File: src/sv/tzfp_pkg.sv
package tzfp_pkg;

    localparam int ZONE_COUNT  = 64;
    localparam int ZONE_IDX_W  = 6;
    localparam int VCOUNT_W    = 7;
    localparam int DIST_W      = 12;
    localparam int QUEUE_DEPTH = 4;
    localparam int QUEUE_PTR_W = $clog2(QUEUE_DEPTH);

    localparam logic [7:0] ST_TRUSTED = 8'd5;
    localparam logic [7:0] ST_LOW_A   = 8'd6;
    localparam logic [7:0] ST_LOW_B   = 8'd9;

    localparam logic [DIST_W-1:0] MAX_VALID_RESET = 12'd4000;
    localparam logic [DIST_W-1:0] SENTINEL_RESET  = 12'd4095;

    typedef enum logic [1:0] {
        KIND_DATA   = 2'd0,
        KIND_HEALTH = 2'd1,
        KIND_REJECT = 2'd2
    } frame_kind_t;

    typedef enum logic [1:0] {
        REG_ACCEPT_LOW = 2'd0,
        REG_MAX_VALID  = 2'd1,
        REG_SENTINEL   = 2'd2
    } cfg_reg_t;

    typedef struct packed {
        logic              accept_low;
        logic [DIST_W-1:0] max_valid_mm;
        logic [DIST_W-1:0] invalid_sentinel;
    } cfg_t;

    typedef struct packed {
        logic        has_data;
        logic [63:0] data_bytes;
        logic        has_tail;
        frame_kind_t tail_kind;
        logic [63:0] tail_bytes;
    } frame_entry_t;

endpackage

File: src/sv/tzfp_if.sv
interface tzfp_zone_if;
    logic        valid;
    logic        ready;
    logic        op;
    logic        read_complete;
    logic        io_ok;
    logic        model_ok;
    logic [7:0]  source;
    logic [7:0]  generation;
    logic [7:0]  status_flags;
    logic [7:0]  chain_pos;
    logic [7:0]  boards_seen;
    logic [7:0]  error_code;
    logic [15:0] distance_mm;
    logic [7:0]  zone_status;

    modport source_mp (
        output valid, op, read_complete, io_ok, model_ok, source, generation,
               status_flags, chain_pos, boards_seen, error_code, distance_mm,
               zone_status,
        input  ready
    );
    modport sink (
        input  valid, op, read_complete, io_ok, model_ok, source, generation,
               status_flags, chain_pos, boards_seen, error_code, distance_mm,
               zone_status,
        output ready
    );
endinterface

interface tzfp_frame_if;
    logic        valid;
    logic        ready;
    logic [1:0]  frame_kind;
    logic [63:0] frame_bytes;
    logic        last_of_read;

    modport source_mp (
        output valid, frame_kind, frame_bytes, last_of_read,
        input  ready
    );
    modport sink (
        input  valid, frame_kind, frame_bytes, last_of_read,
        output ready
    );
endinterface

File: src/sv/tof_zone_grid_frame_packer_core.sv
// Path: a zone's frames pass through the frame queue and the output registers in turn.
// Throughput: one item per cycle; the final zone of a read that also closes a data
// group yields two output frames (data frame, then health frame), absorbed by the
// 4-entry frame queue; zone ready drops only while that queue is full.
// Reset: rst_n clears read state, header fields and the queue, and loads the
// registers to accept_low 0, max_valid_mm 4000, invalid_sentinel 4095.
module tof_zone_grid_frame_packer_core
    import tzfp_pkg::*;
(
    input  logic            clk,
    input  logic            rst_n,
    tzfp_zone_if.sink       zones,
    tzfp_frame_if.source_mp frames,
    input  logic            psel,
    input  logic            penable,
    input  logic            pwrite,
    input  logic [3:0]      paddr,
    input  logic [31:0]     pwdata,
    output logic [31:0]     prdata,
    output logic            pready
);

    logic              accept_low_reg;
    logic [DIST_W-1:0] max_valid_reg;
    logic [DIST_W-1:0] sentinel_reg;
    cfg_t              cfg;
    cfg_reg_t          reg_sel;
    logic              cfg_wr;

    logic              push;
    frame_entry_t      push_entry;
    logic              q_full;
    logic              q_empty;
    logic              pop;
    frame_entry_t      q_data;

    assign pready  = 1'b1;
    assign reg_sel = cfg_reg_t'(paddr[3:2]);
    assign cfg_wr  = psel && penable && pwrite && pready;

    always_ff @(posedge clk or negedge rst_n)
    begin
        if (!rst_n)
        begin
            accept_low_reg <= 1'b0;
            max_valid_reg  <= MAX_VALID_RESET;
            sentinel_reg   <= SENTINEL_RESET;
        end
        else if (cfg_wr)
        begin
            unique case (reg_sel)
                REG_ACCEPT_LOW: accept_low_reg <= pwdata[0];
                REG_MAX_VALID:  max_valid_reg  <= pwdata[DIST_W-1:0];
                REG_SENTINEL:   sentinel_reg   <= pwdata[DIST_W-1:0];
                default:        ;
            endcase
        end
    end

    always_comb
    begin
        unique case (reg_sel)
            REG_ACCEPT_LOW: prdata = {31'd0, accept_low_reg};
            REG_MAX_VALID:  prdata = {20'd0, max_valid_reg};
            REG_SENTINEL:   prdata = {20'd0, sentinel_reg};
            default:        prdata = 32'd0;
        endcase
    end

    assign cfg.accept_low       = accept_low_reg;
    assign cfg.max_valid_mm     = max_valid_reg;
    assign cfg.invalid_sentinel = sentinel_reg;

    tzfp_front u_front (
        .clk        (clk),
        .rst_n      (rst_n),
        .zones      (zones),
        .cfg        (cfg),
        .q_full     (q_full),
        .push       (push),
        .push_entry (push_entry)
    );

    tzfp_queue u_queue (
        .clk     (clk),
        .rst_n   (rst_n),
        .wr_en   (push),
        .wr_data (push_entry),
        .full    (q_full),
        .rd_en   (pop),
        .rd_data (q_data),
        .empty   (q_empty)
    );

    tzfp_back u_back (
        .clk     (clk),
        .rst_n   (rst_n),
        .q_data  (q_data),
        .q_empty (q_empty),
        .pop     (pop),
        .frames  (frames)
    );

endmodule

File: src/sv/tzfp_front.sv
module tzfp_front
    import tzfp_pkg::*;
(
    input  logic           clk,
    input  logic           rst_n,
    tzfp_zone_if.sink      zones,
    input  cfg_t           cfg,
    input  logic           q_full,
    output logic           push,
    output frame_entry_t   push_entry
);

    logic                  admitted_reg;
    logic [ZONE_IDX_W-1:0] zone_idx_reg;
    logic [VCOUNT_W-1:0]   vcount_reg;
    logic [DIST_W-1:0]     pending_reg [3];
    logic                  hdr_source_reg;
    logic [7:0]            hdr_gen_reg;
    logic [11:0]           hdr_nib_reg;
    logic [7:0]            hdr_err_reg;

    logic                  accept;
    logic                  hdr_ok;
    logic                  low_conf;
    logic                  trusted;
    logic [DIST_W-1:0]     zval;
    logic [VCOUNT_W-1:0]   vcount_next;
    logic                  last;
    logic [1:0]            slot;

    assign zones.ready = !q_full;
    assign accept      = zones.valid && zones.ready;

    assign hdr_ok = zones.read_complete && zones.io_ok && zones.model_ok
                    && (zones.source[7:1] == 7'd0);

    assign low_conf = (zones.zone_status == ST_LOW_A) || (zones.zone_status == ST_LOW_B);
    assign trusted  = (zones.zone_status == ST_TRUSTED) || (low_conf && cfg.accept_low);

    always_comb
    begin
        if (!trusted)
            zval = cfg.invalid_sentinel;
        else if (zones.distance_mm > {4'd0, cfg.max_valid_mm})
            zval = cfg.max_valid_mm;
        else
            zval = zones.distance_mm[DIST_W-1:0];
    end

    assign vcount_next = vcount_reg + VCOUNT_W'(trusted);
    assign last        = (zone_idx_reg == ZONE_IDX_W'(ZONE_COUNT - 1));
    assign slot        = zone_idx_reg[1:0];

    always_comb
    begin
        push_entry.has_data   = admitted_reg && (slot == 2'd3);
        push_entry.data_bytes = {hdr_gen_reg, 3'd0, hdr_source_reg, zone_idx_reg[5:2],
                                 pending_reg[0], pending_reg[1], pending_reg[2], zval};
        push_entry.has_tail   = last;
        if (admitted_reg)
        begin
            push_entry.tail_kind  = KIND_HEALTH;
            push_entry.tail_bytes = {hdr_gen_reg, 3'd0, hdr_source_reg, 4'd0,
                                     1'b0, vcount_next, 4'd0, hdr_nib_reg[11:8],
                                     hdr_nib_reg[7:0], hdr_err_reg, 16'd0};
        end
        else
        begin
            push_entry.tail_kind  = KIND_REJECT;
            push_entry.tail_bytes = 64'd0;
        end
    end

    assign push = accept && zones.op && (push_entry.has_data || push_entry.has_tail);

    always_ff @(posedge clk or negedge rst_n)
    begin
        if (!rst_n)
        begin
            admitted_reg   <= 1'b0;
            zone_idx_reg   <= '0;
            vcount_reg     <= '0;
            hdr_source_reg <= 1'b0;
            hdr_gen_reg    <= '0;
            hdr_nib_reg    <= '0;
            hdr_err_reg    <= '0;
        end
        else if (accept)
        begin
            if (!zones.op)
            begin
                admitted_reg <= hdr_ok;
                zone_idx_reg <= '0;
                vcount_reg   <= '0;
                if (hdr_ok)
                begin
                    hdr_source_reg <= zones.source[0];
                    hdr_gen_reg    <= zones.generation;
                    hdr_nib_reg    <= {zones.status_flags[3:0], zones.boards_seen[3:0],
                                       zones.chain_pos[3:0]};
                    hdr_err_reg    <= zones.error_code;
                end
            end
            else if (last)
            begin
                admitted_reg <= 1'b0;
                zone_idx_reg <= '0;
                vcount_reg   <= '0;
            end
            else
            begin
                zone_idx_reg <= zone_idx_reg + ZONE_IDX_W'(1);
                if (admitted_reg)
                    vcount_reg <= vcount_next;
            end
        end
    end

    always_ff @(posedge clk)
    begin
        if (accept && zones.op && admitted_reg && (slot != 2'd3))
            pending_reg[slot] <= zval;
    end

endmodule

File: src/sv/tzfp_queue.sv
module tzfp_queue
    import tzfp_pkg::*;
(
    input  logic          clk,
    input  logic          rst_n,
    input  logic          wr_en,
    input  frame_entry_t  wr_data,
    output logic          full,
    input  logic          rd_en,
    output frame_entry_t  rd_data,
    output logic          empty
);

    frame_entry_t           mem_reg [QUEUE_DEPTH];
    logic [QUEUE_PTR_W-1:0] wr_ptr_reg;
    logic [QUEUE_PTR_W-1:0] rd_ptr_reg;
    logic [QUEUE_PTR_W:0]   count_reg;
    logic                   do_wr;
    logic                   do_rd;

    assign full    = (count_reg == (QUEUE_PTR_W+1)'(QUEUE_DEPTH));
    assign empty   = (count_reg == '0);
    assign do_wr   = wr_en && !full;
    assign do_rd   = rd_en && !empty;
    assign rd_data = mem_reg[rd_ptr_reg];

    always_ff @(posedge clk or negedge rst_n)
    begin
        if (!rst_n)
        begin
            wr_ptr_reg <= '0;
            rd_ptr_reg <= '0;
            count_reg  <= '0;
        end
        else
        begin
            if (do_wr)
                wr_ptr_reg <= wr_ptr_reg + QUEUE_PTR_W'(1);
            if (do_rd)
                rd_ptr_reg <= rd_ptr_reg + QUEUE_PTR_W'(1);
            if (do_wr && !do_rd)
                count_reg <= count_reg + (QUEUE_PTR_W+1)'(1);
            else if (do_rd && !do_wr)
                count_reg <= count_reg - (QUEUE_PTR_W+1)'(1);
        end
    end

    always_ff @(posedge clk)
    begin
        if (do_wr)
            mem_reg[wr_ptr_reg] <= wr_data;
    end

endmodule

File: src/sv/tzfp_back.sv
module tzfp_back
    import tzfp_pkg::*;
(
    input  logic           clk,
    input  logic           rst_n,
    input  frame_entry_t   q_data,
    input  logic           q_empty,
    output logic           pop,
    tzfp_frame_if.source_mp frames
);

    logic        have_data_reg;
    logic        have_tail_reg;
    logic [63:0] data_bytes_reg;
    frame_kind_t tail_kind_reg;
    logic [63:0] tail_bytes_reg;

    logic fire;
    logic rem_data;
    logic rem_tail;

    assign frames.valid        = have_data_reg || have_tail_reg;
    assign frames.frame_kind   = have_data_reg ? KIND_DATA : tail_kind_reg;
    assign frames.frame_bytes  = have_data_reg ? data_bytes_reg : tail_bytes_reg;
    assign frames.last_of_read = !have_data_reg;

    assign fire     = frames.valid && frames.ready;
    assign rem_data = have_data_reg && !fire;
    assign rem_tail = have_tail_reg && !(fire && !have_data_reg);
    assign pop      = !rem_data && !rem_tail && !q_empty;

    always_ff @(posedge clk or negedge rst_n)
    begin
        if (!rst_n)
        begin
            have_data_reg <= 1'b0;
            have_tail_reg <= 1'b0;
        end
        else if (pop)
        begin
            have_data_reg <= q_data.has_data;
            have_tail_reg <= q_data.has_tail;
        end
        else
        begin
            have_data_reg <= rem_data;
            have_tail_reg <= rem_tail;
        end
    end

    always_ff @(posedge clk)
    begin
        if (pop)
        begin
            data_bytes_reg <= q_data.data_bytes;
            tail_kind_reg  <= q_data.tail_kind;
            tail_bytes_reg <= q_data.tail_bytes;
        end
    end

endmodule
File: src/flat_wrapper.sv
// flat-port wrapper written by rule: the top's interface ports become plain ports
module tof_zone_grid_frame_packer_core_flat import tzfp_pkg::*;
  (clk, rst_n, psel, penable, pwrite, paddr, pwdata, prdata, pready, zones_valid, zones_op, zones_read_complete, zones_io_ok, zones_model_ok, zones_source, zones_generation, zones_status_flags, zones_chain_pos, zones_boards_seen, zones_error_code, zones_distance_mm, zones_zone_status, zones_ready, frames_valid, frames_frame_kind, frames_frame_bytes, frames_last_of_read, frames_ready);
  tzfp_zone_if zones_i ();
  tzfp_frame_if frames_i ();
  input  logic clk;
  input  logic rst_n;
  input  logic psel;
  input  logic penable;
  input  logic pwrite;
  input  logic [3:0] paddr;
  input  logic [31:0] pwdata;
  output logic [31:0] prdata;
  output logic pready;
  input wire logic [$bits(zones_i.valid)-1:0] zones_valid;
  input wire logic [$bits(zones_i.op)-1:0] zones_op;
  input wire logic [$bits(zones_i.read_complete)-1:0] zones_read_complete;
  input wire logic [$bits(zones_i.io_ok)-1:0] zones_io_ok;
  input wire logic [$bits(zones_i.model_ok)-1:0] zones_model_ok;
  input wire logic [$bits(zones_i.source)-1:0] zones_source;
  input wire logic [$bits(zones_i.generation)-1:0] zones_generation;
  input wire logic [$bits(zones_i.status_flags)-1:0] zones_status_flags;
  input wire logic [$bits(zones_i.chain_pos)-1:0] zones_chain_pos;
  input wire logic [$bits(zones_i.boards_seen)-1:0] zones_boards_seen;
  input wire logic [$bits(zones_i.error_code)-1:0] zones_error_code;
  input wire logic [$bits(zones_i.distance_mm)-1:0] zones_distance_mm;
  input wire logic [$bits(zones_i.zone_status)-1:0] zones_zone_status;
  output wire logic [$bits(zones_i.ready)-1:0] zones_ready;
  output wire logic [$bits(frames_i.valid)-1:0] frames_valid;
  output wire logic [$bits(frames_i.frame_kind)-1:0] frames_frame_kind;
  output wire logic [$bits(frames_i.frame_bytes)-1:0] frames_frame_bytes;
  output wire logic [$bits(frames_i.last_of_read)-1:0] frames_last_of_read;
  input wire logic [$bits(frames_i.ready)-1:0] frames_ready;
  assign zones_i.valid = zones_valid;
  assign zones_i.op = zones_op;
  assign zones_i.read_complete = zones_read_complete;
  assign zones_i.io_ok = zones_io_ok;
  assign zones_i.model_ok = zones_model_ok;
  assign zones_i.source = zones_source;
  assign zones_i.generation = zones_generation;
  assign zones_i.status_flags = zones_status_flags;
  assign zones_i.chain_pos = zones_chain_pos;
  assign zones_i.boards_seen = zones_boards_seen;
  assign zones_i.error_code = zones_error_code;
  assign zones_i.distance_mm = zones_distance_mm;
  assign zones_i.zone_status = zones_zone_status;
  assign zones_ready = zones_i.ready;
  assign frames_valid = frames_i.valid;
  assign frames_frame_kind = frames_i.frame_kind;
  assign frames_frame_bytes = frames_i.frame_bytes;
  assign frames_last_of_read = frames_i.last_of_read;
  assign frames_i.ready = frames_ready;
  tof_zone_grid_frame_packer_core u_core (.clk(clk), .rst_n(rst_n), .zones(zones_i), .frames(frames_i), .psel(psel), .penable(penable), .pwrite(pwrite), .paddr(paddr), .pwdata(pwdata), .prdata(prdata), .pready(pready));
endmodule
File: config.mk
export PLATFORM = sky130hd
export DESIGN_NAME = tof_zone_grid_frame_packer_core_flat
export DESIGN_NICKNAME = d
export VERILOG_FILES = /design/src/sv/tzfp_pkg.sv /design/src/sv/tzfp_if.sv /design/src/sv/tof_zone_grid_frame_packer_core.sv /design/src/sv/tzfp_front.sv /design/src/sv/tzfp_queue.sv /design/src/sv/tzfp_back.sv /design/src/flat_wrapper.sv
export SDC_FILE = /design/constraint.sdc
export NUM_CORES = 1
export LEC_CHECK = 0
export ABC_AREA = 1
export BUFFER_PORTS_ARGS = -buffer_cell sky130_fd_sc_hd__buf_2
export CORE_UTILIZATION = 35
export DETAILED_ROUTE_END_ITERATION = 12
export SLEW_MARGIN = 40
export SYNTH_ARGS = -nofsm -noshare
export SYNTH_HDL_FRONTEND = slang
export SYNTH_SLANG_ARGS = --single-unit
File: constraint.sdc
create_clock -name clk -period 14.54 [get_ports clk]
set_input_delay 1.454 -clock clk [delete_from_list [all_inputs] [get_ports clk]]
set_output_delay 1.454 -clock clk [all_outputs]
set_load 0.01 [all_outputs]
* Word level (Yosys, flattened, before mapping)
Memories as Yosys holds them, arrays and structs flattened. Cells that the tools add are included.
Operators by class: add/sub/neg operators 6, $lt $le $gt $ge 1, equal/unequal tests 11, multiplexer cells 21, bitwise logic cells 1, reductions and logical operators 45
Operator list (number):
- 2-to-1 mux 66 bit | 1
- 2-to-1 mux 64 bit | 1
- case mux 12 bit (3 select lines) | 1
- 2-to-1 mux 12 bit | 2
- logical AND 1 bit | 22
- 2-to-1 mux 7 bit | 3
- equality test 8 x 3 -> 1 bit, second input constant | 2
- > comparator 16 x 12 -> 1 bit | 1
- 2-to-1 mux 6 bit | 2
- AND reduction 2 bit | 5
- logical NOT 1 bit | 9
- equality test 8 x 4 -> 1 bit, second input constant | 1
- 2-to-1 mux 1 bit | 8
- adder 7 x 1 -> 7 bit | 1
- logical NOT 7 bit | 1
- adder 6 x 1 -> 6 bit, second input constant | 1
- equality test 6 bit, second input constant | 1
- 2-to-1 mux 3 bit | 2
- adder 2 x 1 -> 2 bit, second input constant | 2
- equality test 2 bit, second input constant | 2
- logical OR 1 bit | 4
- adder 3 x 1 -> 3 bit, second input constant | 1
- equality test 3 bit, second input constant | 1
- logical NOT 3 bit | 1
- 10 further kinds | 10
Word-level totals: register bits 207, bits in writable memories 552, input bits 119, output and inout port bits 102, word-level logic and storage cells 105, memories kept 2
Memories:
- u_core.u_queue.mem_reg | words 4, bits a word 129, rd ports 1, clocked after Yosys merged registers in 0, wr ports 1, line tzfp_queue.sv:14 | frame_entry_t mem_reg [QUEUE_DEPTH];
- u_core.u_front.pending_reg | words 3, bits a word 12, rd ports 3, clocked after Yosys merged registers in 0, wr ports 1, line tzfp_front.sv:16 | logic [DIST_W-1:0] pending_reg [3];

* Longest topological paths before layout
depth after elaboration 12, mapped depth 16, mapped depth without buffers 15

* Modules after synthesis
From an unflattened synthesis, not the netlist that was laid out.
Second synthesis, totals: cell total of the unflattened synthesis 2597, area total of the unflattened synthesis 32249.7 sq um
By module, submodules not included:
- tzfp_queue | times used 1, cells an instance 1601, area an instance 21558.2 sq um, sequential area each 16030.4 sq um
- tzfp_back | times used 1, cells an instance 357, area an instance 4864.7 sq um, sequential area each 3953.8 sq um
- tzfp_front | times used 1, cells an instance 457, area an instance 4423.0 sq um, sequential area each 2157.1 sq um
- tof_zone_grid_frame_packer_core | times used 1, cells an instance 182, area an instance 1403.8 sq um, sequential area each 648.1 sq um

* Least setup slack after synthesis
No wires, ideal clock.
kind input port to flip-flop, start in zones_valid, end mem u_core.u_queue.mem_reg[0][100] (netlist bit), enable pin, library setup time 561 ps, arrival time 6179 ps, data required time 13979 ps, setup slack 7800 ps, stages 6, buffers on the path 0, cells stage by stage nand2_4 > nor2_2 > inv_1 > a21oi_4 > inv_1 > nor2_1
Between the ends: word-level cells in the longest chain between the ends 6
RTL lines:
- start: declaration | line flat_wrapper.sv:15 | input wire logic [$bits(zones_i.valid)-1:0] zones_valid;
- logical AND 1 bit | line tzfp_front.sv:32 | assign accept = zones.valid && zones.ready;
- logical AND 1 bit (2 in series) | line tzfp_front.sv:74 | assign push = accept && zones.op && (push_entry.has_data || push_entry.has_tail);
- logical AND 1 bit | line tzfp_queue.sv:23 | assign do_wr = wr_en && !full;
- named net u_core.u_queue.do_wr | line tzfp_queue.sv:18 | logic do_wr;
- 2-to-1 mux 1 bit | line tzfp_queue.sv:50 | if (do_wr)
- 2-to-1 mux 1 bit (implied by the code) | line tzfp_queue.sv:51 | mem_reg[wr_ptr_reg] <= wr_data;
- end: declaration | line tzfp_queue.sv:14
The timed path passes the listed nets, and every way through them passes these cells.

* Worst setup path after layout
start in paddr[3], end out prdata[5]
Between the ends: word-level cells in the longest chain between the ends 2, elaborated cells on any way between the ends 4, classes of those cells eq/ne (2); mux (1); reduce/logical (1)
RTL lines:
- start: declaration | line flat_wrapper.sv:11 | input logic [3:0] paddr;
- equality test 2 bit, or another cell as far along | line tof_zone_grid_frame_packer_core.sv:62 | unique case (reg_sel)
- case mux 12 bit (3 select lines) (*) | line tof_zone_grid_frame_packer_core.sv:62
- end: declaration | line flat_wrapper.sv:13 | output logic [31:0] prdata;
Every way passes the cells marked *; elsewhere a longest branch is shown, timed or not.

==> results.yml <==
global_route:
  grt_use_total_pct: 16.1
  grt_pass1_wl_um: 87400
  first_global_vias: 15100
  antenna_found_initial: 0
  grt_max_degree: 113
  grt_overflow_total: 0
synthesis:
  yosysSeqAreaShare_pct: 74.5
  synth_edf_count: 539
  syn-instance-count: 1938
  yosysMostFrequentCell: "edfxtp_1"
  synth_flop_cell: "edfxtp_1"
  yosysTopAreaCell: "edfxtp_1"
  synth_common_cells: "539 x edfxtp_1, 302 x nand2_1, 263 x o21ai_0"
  synthTopCellsByArea: "edfxtp_1 67%, dfrtp_1 6.1%, o21ai_0 5.4%"
  ys_ff_latch: 616
  ys_warn_count: 0
  yosysUniqueCellTypes: 42
  yosys.area.top_type_share_pct: 66.5
  async_flop_share_pct: 12.5
  syn_area_per_cell_um2: 12.6
  syn_area_um2: 24300
die:
  die-area_um2: 70600
  die_h_um: 266
  io_pins: 221
  initial_core_util_pct: 35.4
  rows: 96
  core_area_um2: 68700
  die_w_um: 266
sta:
  fin_crit_sh_pct: 26.9
  max-slew-margin-rel_pct: 47.8
  fin_setup_tns_ns: 0
  worst_pin_slew_ns: 0.783
  setup-violations-final: 0
  period_needed_ns: 3.91
  max_freq_mhz: 256
  rsz0062_at_grt: "false"
  skew_ns: 0.0266
  finalMaxSlewViolations: 0
  fin_ws_ns: 10.63
  hold_viol: 0
run_status:
  outcome: "finished, final reports clean"
critical_path:
  r2r-start: "u_core.u_front.zone_idx_reg[0]"
  reg2reg_slack_ns: 11.31
  crit_required_ns: 13.09
  endpoint_kind: "output pin"
  cp.arrival_ns: 2.46
  reg2regPathDepth: 8
  cp_max_fo: 13
  crit_end: "prdata[5]"
  worstSetupStartpointType: "input pin"
  crit_type: "in2out"
  crit-reg2reg-capture: "u_core.u_queue.mem_reg[3][30]"
  crit_start: "paddr[3]"
clock_tree:
  clkLatencyLatePin_ns: 0.64
  cts_buffers: 61
  htreeDepth: 2
  cts-hold-fix-buffers: 0
  post_cts_resize_count: 0
  cts_tree: "done"
  clockBufferDepth: 3
  clk_pin_slew_ns: 0.06
  cts_setup_buffers: 0
  cts-root-buf: "clkbuf_16"
  cts.sinks: 616
layout:
  insertedDiodeCount: 0
  fin_nets: 2232
  drive_gt1_share_pct: 14.9
  largest_reg_flops: 404
  syn2layout_area_growth_pct: 15.1
  nFillCells: 6469
drt:
  first_iter_violations: 1146
  drc: 0
  wire_per_inst_um: 18.5
  drt-pass1-iter-count: 5
  num_vias: 14800
  route.antenna.remaining_nets: 0
  via_per_inst: 4.83
  routed_wl_um: 56700
placement:
  dpl_worst_slack_ns: 10.47
  gp_congestion: 0.790
  io_buffers: 162
  hpwl_um: 32600
job:
  maxCapViolations: 0
power:
  p_per_area_nw_per_um2: 184
  p_leak_nw: 10.9
  peakVddDrop_mv: 0.111
min_path:
  min_path_type: "reg2reg"
  hold_path_depth: 0
how the worst min path moves through the flow:
stage                                 startpoint                            end  slack (ns)
3_5_place_dp             u_core.max_valid_reg[1]        u_core.max_valid_reg[1]        0.48
4_1_cts         u_core.u_front.pending_reg[2][5]  u_core.u_queue.mem_reg[1][84]        0.47
5_1_grt        u_core.u_front.pending_reg[2][11]  u_core.u_queue.mem_reg[1][90]        0.49
2_1_floorplan            u_core.max_valid_reg[1]        u_core.max_valid_reg[1]        0.45
3_3_place_gp    u_core.u_front.pending_reg[2][8]  u_core.u_queue.mem_reg[0][87]        0.46
6_report        u_core.u_front.pending_reg[2][5]  u_core.u_queue.mem_reg[1][84]        0.48
placed cells by master, fill, tap and decap left out, types with 13 or more instances in the layout:
cell,synthesis,layout
nor2_1,236,231
dfstp_2,18,18
nand2_1,302,302
o22ai_1,107,107
conb_1,2,24
inv_1,165,164
clkbuf_1,47,18
dfrtp_1,59,56
clkinv_2,0,13
clkbuf_16,0,62
nand3_1,39,39
edfxtp_1,539,539
o21ai_0,263,263
buf_2,31,161
ha_1,24,24
kinds of logic after synthesis:
group | after synthesis | synth area share [%]
flip-flops | 616 | 74.5
AND/OR/NAND/NOR | 595 | 9.72
AO/OA/AOI/OAI | 398 | 8.83
buffers and inverters | 292 | 5.19
adder cells (fa/ha/maj) | 25 | 1.32
XOR/XNOR | 10 | 0.360
other | 2 | 0.0309
power by group:
part | total, mW | internal, mW | switching (mW) | leakage, nW
clock | 1.51 | 0.858 | 0.647 | 0.945
sequential | 2.34 | 2.22 | 0.116 | 6.12
combinational | 1.30 | 0.375 | 0.924 | 3.86
total | 5.14 | 3.46 | 1.69 | 10.9
final cells by class:
type / instances / area (µm²) / share of cell area [%]
well taps: 931 / 1160 / 4.16
repair buffers: 185 / 1060 / 3.79
clock inverters: 30 / 254 / 0.907
clock buffers: 84 / 1670 / 5.98
multi-input cells: 1052 / 5040 / 18.0
flip-flops and latches: 616 / 18100 / 64.8
inverters: 172 / 661 / 2.36
metrics by stage:
step	instances	hold WS, ns	utilization [%]	total power, mW	cell area, µm²
global placement	2953	0.462	37.8	3.66	26000
global route	3070	0.487	40.8	5.43	28000
CTS	3070	0.469	40.8	5.22	28000
finish	3070	0.477	40.8	5.14	28000
detailed placement	2956	0.476	37.9	3.71	26100
floorplan	1960	0.453	-	3.17	24400
routing by layer:
| metal | track usage [%] | share of wire [%] | vias to the layer above |
|---|---|---|---|
| li1 | - | - | 7013 |
| met1 | 20.9 | 43 | 7363 |
| met2 | 27.8 | 50 | 381 |
| met3 | 2.63 | 5.4 | 67 |
| met4 | 4.82 | 1.9 | 0 |
| met5 | 0 | 0 | - |
worst max-delay path, stage by stage:
cell	delay, ns
buf_2	0.09
inv_1	0.06
nor2_2	0.45
nand2_1	0.09
o21ai_0	0.13
buf_2	0.18
No activity file was read; power rests on OpenSTA's default activity.
